--- src/hw/rtl/stick_cartesian_to_polar_unit_macros.svh ---
// ----------------------------------------------------------------------------
// Assertion macros for the stick Cartesian-to-polar unit
// Expect clk and rst in the scope where they are used.
// ----------------------------------------------------------------------------
`ifndef STICK_CARTESIAN_TO_POLAR_UNIT_MACROS_SVH
`define STICK_CARTESIAN_TO_POLAR_UNIT_MACROS_SVH

// Same-cycle implication.
`define SCPU_ASSERT_HOLDS(label, ante, cons) \
  label: assert property (@(posedge clk) disable iff (rst) (ante) |-> (cons)) \
    else $error("scpu: same-cycle check failed");

// Next-cycle implication.
`define SCPU_ASSERT_NEXT(label, ante, cons) \
  label: assert property (@(posedge clk) disable iff (rst) (ante) |=> (cons)) \
    else $error("scpu: next-cycle check failed");

`endif

--- src/hw/rtl/scpu_pkg.sv ---
// ----------------------------------------------------------------------------
// scpu_pkg
// Types, constants and the arctangent table shared by the unit.
// ----------------------------------------------------------------------------
package scpu_pkg;

  localparam int ANGLE_BITS    = 16;
  localparam int CORDIC_STAGES = 16;

  localparam int ATAN_LEN   = 24;
  localparam int CORDIC_RUN = (CORDIC_STAGES < ATAN_LEN) ? CORDIC_STAGES : ATAN_LEN;
  localparam int SQRT_STEPS = 16;
  localparam int ITER_COUNT = (CORDIC_RUN > SQRT_STEPS) ? CORDIC_RUN : SQRT_STEPS;
  localparam int STEP_W     = $clog2(ATAN_LEN);

  // x and y carry 16 fraction bits below the Q1.14 input plus CORDIC growth
  localparam int CORDIC_W   = 35;
  localparam int ROUND_BIT  = 31 - ANGLE_BITS;
  localparam int ANGLE_DOWN = (ANGLE_BITS >= 16) ? ANGLE_BITS - 16 : 0;
  localparam int ANGLE_UP   = (ANGLE_BITS < 16) ? 16 - ANGLE_BITS : 0;

  localparam logic [14:0] MAG_MAX = 15'h7FFF;
  localparam logic [31:0] HALF_TURN = 32'h8000_0000;

  typedef struct packed {
    logic signed [15:0] left_x;
    logic signed [15:0] left_y;
    logic signed [15:0] right_x;
    logic signed [15:0] right_y;
  } stick_in_t;

  typedef struct packed {
    logic [14:0] left_magnitude;
    logic [15:0] left_angle;
    logic [14:0] right_magnitude;
    logic [15:0] right_angle;
  } stick_out_t;

  typedef struct packed {
    logic              load;
    logic              sum;
    logic              step;
    logic              publish;
    logic [STEP_W-1:0] idx;
  } cmd_t;

  typedef struct packed {
    logic out_free;
  } status_t;

  // atan(2^-i) in turns, scaled to 2^32
  function automatic logic [31:0] atan_turn(input logic [STEP_W-1:0] i);
    logic [31:0] t;
    case (i)
      5'd0:    t = 32'd536870912;
      5'd1:    t = 32'd316933406;
      5'd2:    t = 32'd167458907;
      5'd3:    t = 32'd85004756;
      5'd4:    t = 32'd42667331;
      5'd5:    t = 32'd21354465;
      5'd6:    t = 32'd10679838;
      5'd7:    t = 32'd5340245;
      5'd8:    t = 32'd2670163;
      5'd9:    t = 32'd1335087;
      5'd10:   t = 32'd667544;
      5'd11:   t = 32'd333772;
      5'd12:   t = 32'd166886;
      5'd13:   t = 32'd83443;
      5'd14:   t = 32'd41722;
      5'd15:   t = 32'd20861;
      5'd16:   t = 32'd10430;
      5'd17:   t = 32'd5215;
      5'd18:   t = 32'd2608;
      5'd19:   t = 32'd1304;
      5'd20:   t = 32'd652;
      5'd21:   t = 32'd326;
      5'd22:   t = 32'd163;
      5'd23:   t = 32'd81;
      default: t = 32'd0;
    endcase
    return t;
  endfunction

endpackage

--- src/hw/rtl/scpu_stick.sv ---
// ----------------------------------------------------------------------------
// scpu_stick
// One stick lane: squares, bit-serial square root and iterative CORDIC
// vectoring, plus the held angle for a centered stick.
// ----------------------------------------------------------------------------
`include "stick_cartesian_to_polar_unit_macros.svh"

module scpu_stick (
  input  logic                clk,
  input  logic                rst,
  input  scpu_pkg::cmd_t      cmd,
  input  logic signed [15:0]  x,
  input  logic signed [15:0]  y,
  output logic [14:0]         magnitude,
  output logic [15:0]         angle
);

  logic [30:0]                          sq_x;
  logic [30:0]                          sq_y;
  logic [31:0]                          s;
  logic [19:0]                          rem;
  logic [15:0]                          root;
  logic signed [scpu_pkg::CORDIC_W-1:0] cx;
  logic signed [scpu_pkg::CORDIC_W-1:0] cy;
  logic [31:0]                          z;
  logic [15:0]                          held;
  logic                                 centered;

  logic signed [31:0]                   prod_x;
  logic signed [31:0]                   prod_y;
  logic signed [scpu_pkg::CORDIC_W-1:0] xe;
  logic signed [scpu_pkg::CORDIC_W-1:0] ye;
  logic signed [scpu_pkg::CORDIC_W-1:0] dx;
  logic signed [scpu_pkg::CORDIC_W-1:0] dy;
  logic [31:0]                          t;
  logic                                 cordic_on;
  logic                                 sqrt_on;
  logic [19:0]                          rem_t;
  logic [19:0]                          trial;
  logic [16:0]                          root_r;
  logic [32:0]                          zr;
  logic [scpu_pkg::ANGLE_BITS-1:0]      q;
  logic [23:0]                          q24;
  logic [23:0]                          ang_wide;
  logic [15:0]                          ang_calc;

  always_comb begin
    prod_x    = 32'(x) * 32'(x);
    prod_y    = 32'(y) * 32'(y);
    xe        = {{3{x[15]}}, x, 16'h0000};
    ye        = {{3{y[15]}}, y, 16'h0000};
    dx        = cy >>> cmd.idx;
    dy        = cx >>> cmd.idx;
    t         = scpu_pkg::atan_turn(cmd.idx);
    cordic_on = cmd.idx < scpu_pkg::STEP_W'(scpu_pkg::CORDIC_RUN);
    sqrt_on   = cmd.idx < scpu_pkg::STEP_W'(scpu_pkg::SQRT_STEPS);
    rem_t     = {rem[17:0], s[31:30]};
    trial     = {2'b00, root, 2'b01};
  end

  always_ff @(posedge clk) begin
    if (cmd.load) begin
      sq_x     <= prod_x[30:0];
      sq_y     <= prod_y[30:0];
      centered <= (x == 16'sd0) && (y == 16'sd0);
      // fold the left half plane onto the right one
      if (x[15]) begin
        cx <= -xe;
        cy <= -ye;
        z  <= scpu_pkg::HALF_TURN;
      end else begin
        cx <= xe;
        cy <= ye;
        z  <= 32'h0;
      end
    end
    if (cmd.sum) begin
      s    <= {1'b0, sq_x} + {1'b0, sq_y};
      rem  <= '0;
      root <= '0;
    end
    if (cmd.step && cordic_on) begin
      if (!cy[scpu_pkg::CORDIC_W-1]) begin
        cx <= cx + dx;
        cy <= cy - dy;
        z  <= z + t;
      end else begin
        cx <= cx - dx;
        cy <= cy + dy;
        z  <= z - t;
      end
    end
    if (cmd.step && sqrt_on) begin
      s <= {s[29:0], 2'b00};
      if (rem_t >= trial) begin
        rem  <= rem_t - trial;
        root <= {root[14:0], 1'b1};
      end else begin
        rem  <= rem_t;
        root <= {root[14:0], 1'b0};
      end
    end
  end

  always_ff @(posedge clk) begin
    if (rst) begin
      held <= '0;
    end else if (cmd.publish && !centered) begin
      held <= ang_calc;
    end
  end

  always_comb begin
    // round to nearest: remainder above root means the upper neighbor is closer
    root_r    = {1'b0, root} + 17'(rem > {4'b0000, root});
    magnitude = (root_r > {2'b00, scpu_pkg::MAG_MAX}) ? scpu_pkg::MAG_MAX : root_r[14:0];
    zr        = {1'b0, z} + (33'd1 << scpu_pkg::ROUND_BIT);
    q         = zr[31 -: scpu_pkg::ANGLE_BITS];
    q24       = 24'(q);
    ang_wide  = (q24 >> scpu_pkg::ANGLE_DOWN) << scpu_pkg::ANGLE_UP;
    ang_calc  = ang_wide[15:0];
    angle     = centered ? held : ang_calc;
  end

  `SCPU_ASSERT_NEXT(a_root_rem_bound, cmd.step && sqrt_on, rem <= {3'b000, root, 1'b0})
  `SCPU_ASSERT_NEXT(a_centered_keeps_held, cmd.publish && centered, $stable(held))

endmodule

--- src/hw/rtl/scpu_datapath.sv ---
// ----------------------------------------------------------------------------
// scpu_datapath
// Two stick lanes and the result register toward the output channel.
// ----------------------------------------------------------------------------
module scpu_datapath (
  input  logic                  clk,
  input  logic                  rst,
  input  scpu_pkg::cmd_t        cmd,
  output scpu_pkg::status_t     status,
  input  scpu_pkg::stick_in_t   req,
  output logic                  rsp_valid,
  input  logic                  rsp_stall,
  output scpu_pkg::stick_out_t  rsp
);

  logic [14:0] left_mag;
  logic [15:0] left_ang;
  logic [14:0] right_mag;
  logic [15:0] right_ang;

  scpu_stick u_left (
    .clk       (clk),
    .rst       (rst),
    .cmd       (cmd),
    .x         (req.left_x),
    .y         (req.left_y),
    .magnitude (left_mag),
    .angle     (left_ang)
  );

  scpu_stick u_right (
    .clk       (clk),
    .rst       (rst),
    .cmd       (cmd),
    .x         (req.right_x),
    .y         (req.right_y),
    .magnitude (right_mag),
    .angle     (right_ang)
  );

  assign status.out_free = !rsp_valid || !rsp_stall;

  always_ff @(posedge clk) begin
    if (rst) begin
      rsp_valid <= 1'b0;
    end else if (cmd.publish) begin
      rsp_valid <= 1'b1;
    end else if (!rsp_stall) begin
      rsp_valid <= 1'b0;
    end
  end

  always_ff @(posedge clk) begin
    if (cmd.publish) begin
      rsp.left_magnitude  <= left_mag;
      rsp.left_angle      <= left_ang;
      rsp.right_magnitude <= right_mag;
      rsp.right_angle     <= right_ang;
    end
  end

endmodule

--- src/hw/rtl/scpu_ctrl.sv ---
// ----------------------------------------------------------------------------
// scpu_ctrl
// Sequencer: capture, sum of squares, shared iteration count, publish.
// ----------------------------------------------------------------------------
`include "stick_cartesian_to_polar_unit_macros.svh"

module scpu_ctrl (
  input  logic               clk,
  input  logic               rst,
  input  logic               req_valid,
  output logic               req_stall,
  output scpu_pkg::cmd_t     cmd,
  input  scpu_pkg::status_t  status
);

  typedef enum logic [3:0] {
    ST_IDLE = 4'b0001,
    ST_SUM  = 4'b0010,
    ST_ITER = 4'b0100,
    ST_SEND = 4'b1000
  } state_t;

  state_t                      state;
  state_t                      state_next;
  logic [scpu_pkg::STEP_W-1:0] cnt;
  logic                        last_step;

  assign last_step = cnt == scpu_pkg::STEP_W'(scpu_pkg::ITER_COUNT - 1);
  assign req_stall = state != ST_IDLE;

  always_comb begin
    state_next  = state;
    cmd.load    = 1'b0;
    cmd.sum     = 1'b0;
    cmd.step    = 1'b0;
    cmd.publish = 1'b0;
    cmd.idx     = cnt;
    case (state)
      ST_IDLE: begin
        if (req_valid) begin
          cmd.load   = 1'b1;
          state_next = ST_SUM;
        end
      end
      ST_SUM: begin
        cmd.sum    = 1'b1;
        state_next = ST_ITER;
      end
      ST_ITER: begin
        cmd.step = 1'b1;
        if (last_step) begin
          state_next = ST_SEND;
        end
      end
      ST_SEND: begin
        // hold until the result register can take the transaction
        if (status.out_free) begin
          cmd.publish = 1'b1;
          state_next  = ST_IDLE;
        end
      end
      default: begin
        state_next = ST_IDLE;
      end
    endcase
  end

  always_ff @(posedge clk) begin
    if (rst) begin
      state <= ST_IDLE;
      cnt   <= '0;
    end else begin
      state <= state_next;
      if (cmd.step) begin
        cnt <= cnt + 1'b1;
      end else begin
        cnt <= '0;
      end
    end
  end

  `SCPU_ASSERT_HOLDS(a_publish_when_free, cmd.publish, status.out_free)
  `SCPU_ASSERT_NEXT(a_accept_then_busy, req_valid && !req_stall, req_stall)

endmodule

--- src/hw/rtl/stick_cartesian_to_polar_unit.sv ---
// ----------------------------------------------------------------------------
// stick_cartesian_to_polar_unit
// Converts both analog sticks from Q1.14 (x, y) to radius and binary angle.
// ----------------------------------------------------------------------------
// A transaction runs from acceptance to a result in the output register as
// follows: the squares are registered at the accepting edge, the sum state adds
// them, ITER_COUNT = 16 iterations follow, and the send state rounds into the
// result register. The iterations run the CORDIC vectoring stage and one root
// bit of the square root per cycle in each stick lane. One transaction is in
// flight at a time; the next is accepted in the cycle after the result is
// loaded. A result still waiting on the output holds the following one in its
// last step until the output register frees up. A centered stick repeats its
// last angle, which is 0 after reset.
module stick_cartesian_to_polar_unit (
  input  logic                  clk,
  input  logic                  rst,
  input  logic                  req_valid,
  output logic                  req_stall,
  input  scpu_pkg::stick_in_t   req,
  output logic                  rsp_valid,
  input  logic                  rsp_stall,
  output scpu_pkg::stick_out_t  rsp
);

  scpu_pkg::cmd_t    cmd;
  scpu_pkg::status_t status;

  scpu_ctrl u_ctrl (
    .clk       (clk),
    .rst       (rst),
    .req_valid (req_valid),
    .req_stall (req_stall),
    .cmd       (cmd),
    .status    (status)
  );

  scpu_datapath u_datapath (
    .clk       (clk),
    .rst       (rst),
    .cmd       (cmd),
    .status    (status),
    .req       (req),
    .rsp_valid (rsp_valid),
    .rsp_stall (rsp_stall),
    .rsp       (rsp)
  );

endmodule
--- config.mk ---
export PLATFORM = sky130hd
export DESIGN_NAME = stick_cartesian_to_polar_unit
export DESIGN_NICKNAME = d
export VERILOG_FILES = /design/src/hw/rtl/scpu_pkg.sv /design/src/hw/rtl/scpu_stick.sv /design/src/hw/rtl/scpu_datapath.sv /design/src/hw/rtl/scpu_ctrl.sv /design/src/hw/rtl/stick_cartesian_to_polar_unit.sv
export VERILOG_INCLUDE_DIRS = /design/src /design/src/hw/rtl
export SDC_FILE = /design/constraint.sdc
export NUM_CORES = 2
export LEC_CHECK = 0
export ABC_AREA = 1
export ABC_CLOCK_PERIOD_IN_PS = 29000
export BUFFER_PORTS_ARGS = -buffer_cell sky130_fd_sc_hd__buf_2
export CORE_MARGIN = 1
export CORE_UTILIZATION = 60
export DETAILED_ROUTE_END_ITERATION = 16
export PLACE_DENSITY = 0.78
export SLEW_MARGIN = 20
export SYNTH_ARGS = -nofsm -noshare
export SYNTH_HDL_FRONTEND = slang
export SYNTH_SLANG_ARGS = --single-unit
--- constraint.sdc ---
create_clock -name clk -period 29 [get_ports clk]
set_input_delay 1.45 -clock clk [delete_from_list [all_inputs] [get_ports clk]]
set_output_delay 1.45 -clock clk [all_outputs]
set_load 0.1 [all_outputs]
# Word-level counts from Yosys, hierarchy flattened
# Memory sizes are Yosys's and may differ from the RTL's. A register that Yosys moved wholly into a read port is not among the register bits.
# Index checks and enable logic that the tools add are counted.
totals:
  regBits: 570
  mem_bits_ro: 1920
  input_bits: 68
  output_inout_bits: 64
  wordCells: 154
  mem_count: 2
classes:
  add_sub_neg: 25
  multipliers: 4
  n_lt_le_gt_ge: 7
  n_eq_ne: 10
  shift: 4
  mux: 54
  n_bitwise: 1
  reduce_logical: 18
memory_table:
  columns: ["memory", "words", "width", "read_ports", "rd_ports_with_merged_regs", "wr", "line_no", "source"]
  rows:
  - ["(name not given)", 32, 30, 1, 1, 0, "scpu_pkg.sv:54", "case (i)"]
  - ["(name not given)", 32, 30, 1, 1, 0, "scpu_pkg.sv:54", null]
ops:
  columns: ["operator", "n"]
  rows:
  - ["$mux W35", 16]
  - ["$mux W32", 12]
  - ["$add A35 B35 Y35", 4]
  - ["$neg A32 Y35", 4]
  - ["$sshr A35 B5 Y35", 4]
  - ["$sub A35 B35 Y35", 4]
  - ["$mul A16 B16 Y31", 4]
  - ["$mux W20", 5]
  - ["$mux W16", 5]
  - ["$add A31 B31 Y32", 2]
  - ["$add A32 B16 Y32 const B", 2]
  - ["$add A32 B32 Y32", 2]
  - ["$logic_not A16 Y1", 4]
  - ["$sub A32 B32 Y32", 2]
  - ["$ge A20 B18 Y1", 2]
  - ["$gt A20 B16 Y1", 2]
  - ["$sub A20 B18 Y20", 2]
  - ["$add A16 B1 Y17", 2]
  - ["$gt A17 B15 Y1 const B", 2]
  - ["$pmux W4 S4", 1]
  - ["$mux W4", 3]
  - ["$mux W1", 10]
  - ["$mux W5", 2]
  - ["$add A5 B1 Y5 const B", 1]
  - ["16 further kinds", 26]

# Longest topological paths before layout
logic_depth:
  depth_word: 5
  depth_mapped: 36
  ltp_nobuf: 34

# Modules after synthesis
# A second synthesis with hierarchy kept.
unflattened:
  cells_unflattened: 11890
  hier_area_um2: 87804.2
modules_own_cells:
  columns: ["module", "instances", "cells_each", "area_per_inst_um2", "seq_area_each_um2"]
  rows:
  - ["scpu_stick (u_datapath.u_left)", 1, 5875, 42758.5, 7236.9]
  - ["scpu_stick (u_datapath.u_right)", 1, 5891, 42694.7, 7236.9]
  - ["scpu_datapath", 1, 66, 1900.6, 1881.8]
  - ["scpu_ctrl", 1, 58, 450.4, 180.2]

# Worst setup path before layout
# OpenSTA, ideal clock, no wires.
synth_path:
  kind: "register to register"
  from: "reg u_ctrl.state[3]"
  to: "reg u_datapath.u_left.cx[0] (netlist name), enable pin"
  setup_time_ps: 1050
  arrival_ps: 15841
  required_ps: 27950
  path_slack_ps: 12109
  stages_incl_launch_ff: 4
  path_buffers: 0
  period_less_slack_ps: 16891
  path_cell_list: "dfxtp_1 nor2_1 nand3_1 o21ai_0"
synth_via:
  elab_chain_len: 4
  word_cells_on_any_way: 6
synth_rtl:
  columns: ["element", "line_no", "source"]
  rows:
  - ["start, declared", "scpu_ctrl.sv:23", "state_t state;"]
  - ["start signal, assigned", "scpu_ctrl.sv:73", "state <= state_next;"]
  - ["$eq A4 B3 Y1", "scpu_ctrl.sv:38", "case (state)"]
  - ["$mux W1", "scpu_ctrl.sv:38", null]
  - ["$logic_and A1 B1 Y1", "scpu_stick.sv:82", "if (cmd.step && cordic_on) begin"]
  - ["$reduce_bool A2 Y1 (no line) *", null, null]
  - ["end signal, assigned", "scpu_stick.sv:68", "cx <= -xe;"]
  - ["end signal, assigned", "scpu_stick.sv:84", "cx <= cx + dx;"]
  - ["end signal, assigned", "scpu_stick.sv:88", "cx <= cx - dx;"]
  - ["end, declared", "scpu_stick.sv:23", "logic signed [scpu_pkg::CORDIC_W-1:0] cx;"]
# Mark *: on every way between the ends. The rest lies on a longest branch, timed or not.
# A chain may end at the register's enable or synchronous reset.

# Worst setup path in the final report
layout_path:
  from: "in req[31] (netlist name)"
  to: "reg u_datapath.u_right.sq_x[30], data pin"
layout_via:
  elab_chain_len: 1
layout_rtl:
  columns: ["element", "line_no", "source"]
  rows:
  - ["start, declared", "stick_cartesian_to_polar_unit.sv:19", "input scpu_pkg::stick_in_t req,"]
  - ["$mul A16 B16 Y31", "scpu_stick.sv:48", "prod_x = 32'(x) * 32'(x);"]
  - ["net u_datapath.u_right.prod_x[30]", "scpu_stick.sv:29", "logic signed [31:0] prod_x;"]
  - ["end signal, assigned", "scpu_stick.sv:63", "sq_x <= prod_x[30:0];"]
  - ["end, declared", "scpu_stick.sv:18", "logic [30:0] sq_x;"]
# The timed path passes the listed nets, and every way through them passes these cells.

==> impl_metrics.tcl <==
set metrics [dict create \
    initial_core_util_pct 60.7 \
    post-route-drc-count 1 \
    timing.fmax_mhz 137 \
    yosysWarnings 0 \
    worstMarginPinSlew_ps 1050 \
    wl_per_cell_um 18.1 \
    synth_edf_count 520 \
    hold_class "reg -> reg" \
    ys_types 67 \
    synth_ff_type "edfxtp_1" \
    synthDominantCellAreaShare_pct 21.2 \
    synth_nets 13300 \
    ys_seq_area_share_pct 19.6 \
    synth_area_leaders "fa_1 (21%), edfxtp_1 (18%), nand2_1 (11%)" \
    clk_path_buf_depth 3 \
    grtUsageTotal_pct 33.1 \
    ctsResizeCount 0 \
    drt_iter0_markers 7374 \
    grt_use_met3_pct 4.13 \
    ir_drop_uv 250 \
    finalClockSkew_ps 37.7 \
    cts_hold_buf 0 \
    slowest_stage "inv_1" \
    drv_cap 0 \
    top_usage_layer "met2" \
    clk_root_buffer_cell "clkbuf_16" \
    cp.required_ps 29410 \
    critPathMostFrequentCell "fa_1" \
    viasPerCell 5.76 \
    syn_avg_cell_area_um2 7.49 \
    die_w_um 384 \
    gp_routability_congestion 0.989 \
    fin_cells 13500 \
    cts.clk_slew.worst_paths_ps 60 \
    hold_violations 0 \
    drive_above_1_share_pct 3.57 \
    critPathKind "in -> reg" \
    antenna_found_initial 4 \
    powerDensity_mw_per_mm2 124 \
    startpoint_type "input port" \
    post_cts_buffers 0 \
    coreArea_mm2 0.144 \
    crit_arrival_ps 7720 \
    grt_pass1_vias 76100 \
    endpoint_kind "flop" \
    place_ws_ps 21130 \
    grt_setup_unrepaired "false" \
    grt_overflow 0 \
    area_growth_pct 4.66 \
    syn_area_mm2 0.0875 \
    dieArea_mm2 0.147 \
    ios 132 \
    final_common_cell "nand2_1" \
    met1_usage_pct 46.3 \
    drtAntennaViolNets 0 \
    violations "DRC" \
    setup_violations 0 \
    antenna-diode-count 0 \
    synthArstFlopShare_pct 0 \
    cts.sinks 596 \
    wirelength_um 244000 \
    cpPeakStageDelay_ps 620 \
    final_max_slew_viol_count 0 \
    nets 13200 \
    syn-instance-count 11700 \
    numCtsBuffers 71 \
    port_buffers 131 \
    setup_tns_ps 0 \
    cts_tree "yes" \
    htreeDepth 3 \
    synth_area_leader_cell "fa_1" \
    place_hpwl_um 195000 \
    grt_start_max_net_pins 135 \
    via_count 77700 \
    dr.pass1.iters 14 \
    path_max_fanout 50 \
    synth-seq-cells 596 \
    relSlewSlack_pct 29.9 \
    fp.dieH_um 384 \
    status "complete, but fails checks" \
    clkLatencyLatePin_ps 670 \
    rows 139 \
    p_leak_nw 45.9 \
    period_needed_ps 7310 \
    grt_pass1_wl_um 393000 \
    grt_util_met2_pct 53.7 \
    final_cell_mix "nand2_1 (2,525), inv_1 (2,226), nand3_1 (987)" \
    fin_crit_sh_pct 25.2 \
    post-place-cells 13400 \
    fin_ws_ps 21690 \
]
registers in the layout, summed over array words and instances, names as in the netlist, 32 cells and up:
register,count
u_datapath.u_left.cx,35
u_datapath.u_right.s,32
u_datapath.u_right.z,32
u_datapath.u_right.cx,35
u_datapath.u_left.cy,35
u_datapath.rsp,62
u_datapath.u_left.s,32
u_datapath.u_left.z,32
u_datapath.u_right.cy,35
cell usage after synthesis (10+ instances only):
cell type and count:
nand3_1 989, buf_1 70, nand2_1 2526, clkbuf_1 207, o211ai_1 28, inv_1 2232
or2_2 36, a221oi_1 14, buf_6 25, dfxtp_1 76, o21ai_0 686, o221ai_1 10
a211oi_1 10, nor3_1 104, edfxtp_1 520, nor2_2 15, o31ai_1 25, a21oi_1 756
o21bai_1 36, xor2_1 269, nor2_1 728, nand3b_1 12, a31oi_1 58, a21o_1 26
a21boi_0 22, xnor2_1 147, nand4_1 67, o2111ai_1 12, o21a_1 70, ha_1 676
buf_2 69, o21ai_1 48, buf_4 24, fa_1 926, nor4_1 36
worst max-delay path, delay by kind of cell:
| kind | cells | cell delay, ps |
|---|---|---|
| AO/OA/AOI/OAI | 3 | 500 |
| XOR/XNOR | 2 | 240 |
| adder cells (fa/ha/maj) | 7 | 2990 |
| buffers and inverters | 6 | 1270 |
| AND/OR/NAND/NOR | 7 | 1150 |
power by group:
part,internal (mW),total (mW),switching (mW)
Clock,0.561,0.959,0.397
Sequential,1.50,1.61,0.106
Combinational,3.30,8.79,5.49
area by class of cell:
class	count	area, um2
inverters	2249	8460
multi-input cells	8436	60100
repair buffers	173	991
clock inverters	40	435
well taps	1903	2380
fillers	12800	52600
clock buffers	90	2020
flip-flops and latches	596	17200
logic make-up (layout without fill, tap and decap cells):
kind of cell	after synthesis	after routing	share of synthesized area, %
xor gates and xnor gates	416	416	4.17
DFF	596	596	19.6
adders and majority gates	1602	1602	30.9
and+or+nand+nor	4556	4556	21.8
muxes	1	1	0.0129
AOI/OAI and AO/OA	1861	1861	11.8
buffers and inverters	2644	2552	11.8
per-stage QoR:
stage / total power, mW / cell area [um2] / utilization, % / hold WS, ps
global placement: 10.1 / 89000 / 61.8 / 435
global route: 12.6 / 91500 / 63.5 / 468
floorplan: 8.12 / 87500 / - / 424
finish: 11.4 / 91500 / 63.5 / 452
detailed placement: 10.3 / 89000 / 61.8 / 443
CTS: 11.3 / 91500 / 63.5 / 450
routing by layer:
metal  up-vias  wire, um  part of all wire (%)
met2      3016    112000                    46
met4         2      6940                   2.8
met5         -        10                0.0041
met1     37200    106000                    43
met3       425     19100                   7.8
li1      37100         -                     -
worst paths after layout:
kind,cells after the start,startpoint,to,slack [ps]
min reg2reg,2,u_datapath.u_right.held[3],u_datapath.u_right.held[3],450
max,25,req[31],u_datapath.u_right.sq_x[30],21690
max reg2reg,27,u_ctrl.cnt[0],u_datapath.u_left.cy[33],22410
min,2,u_datapath.u_right.held[3],u_datapath.u_right.held[3],450
Power figures use the tool's default switching activity.
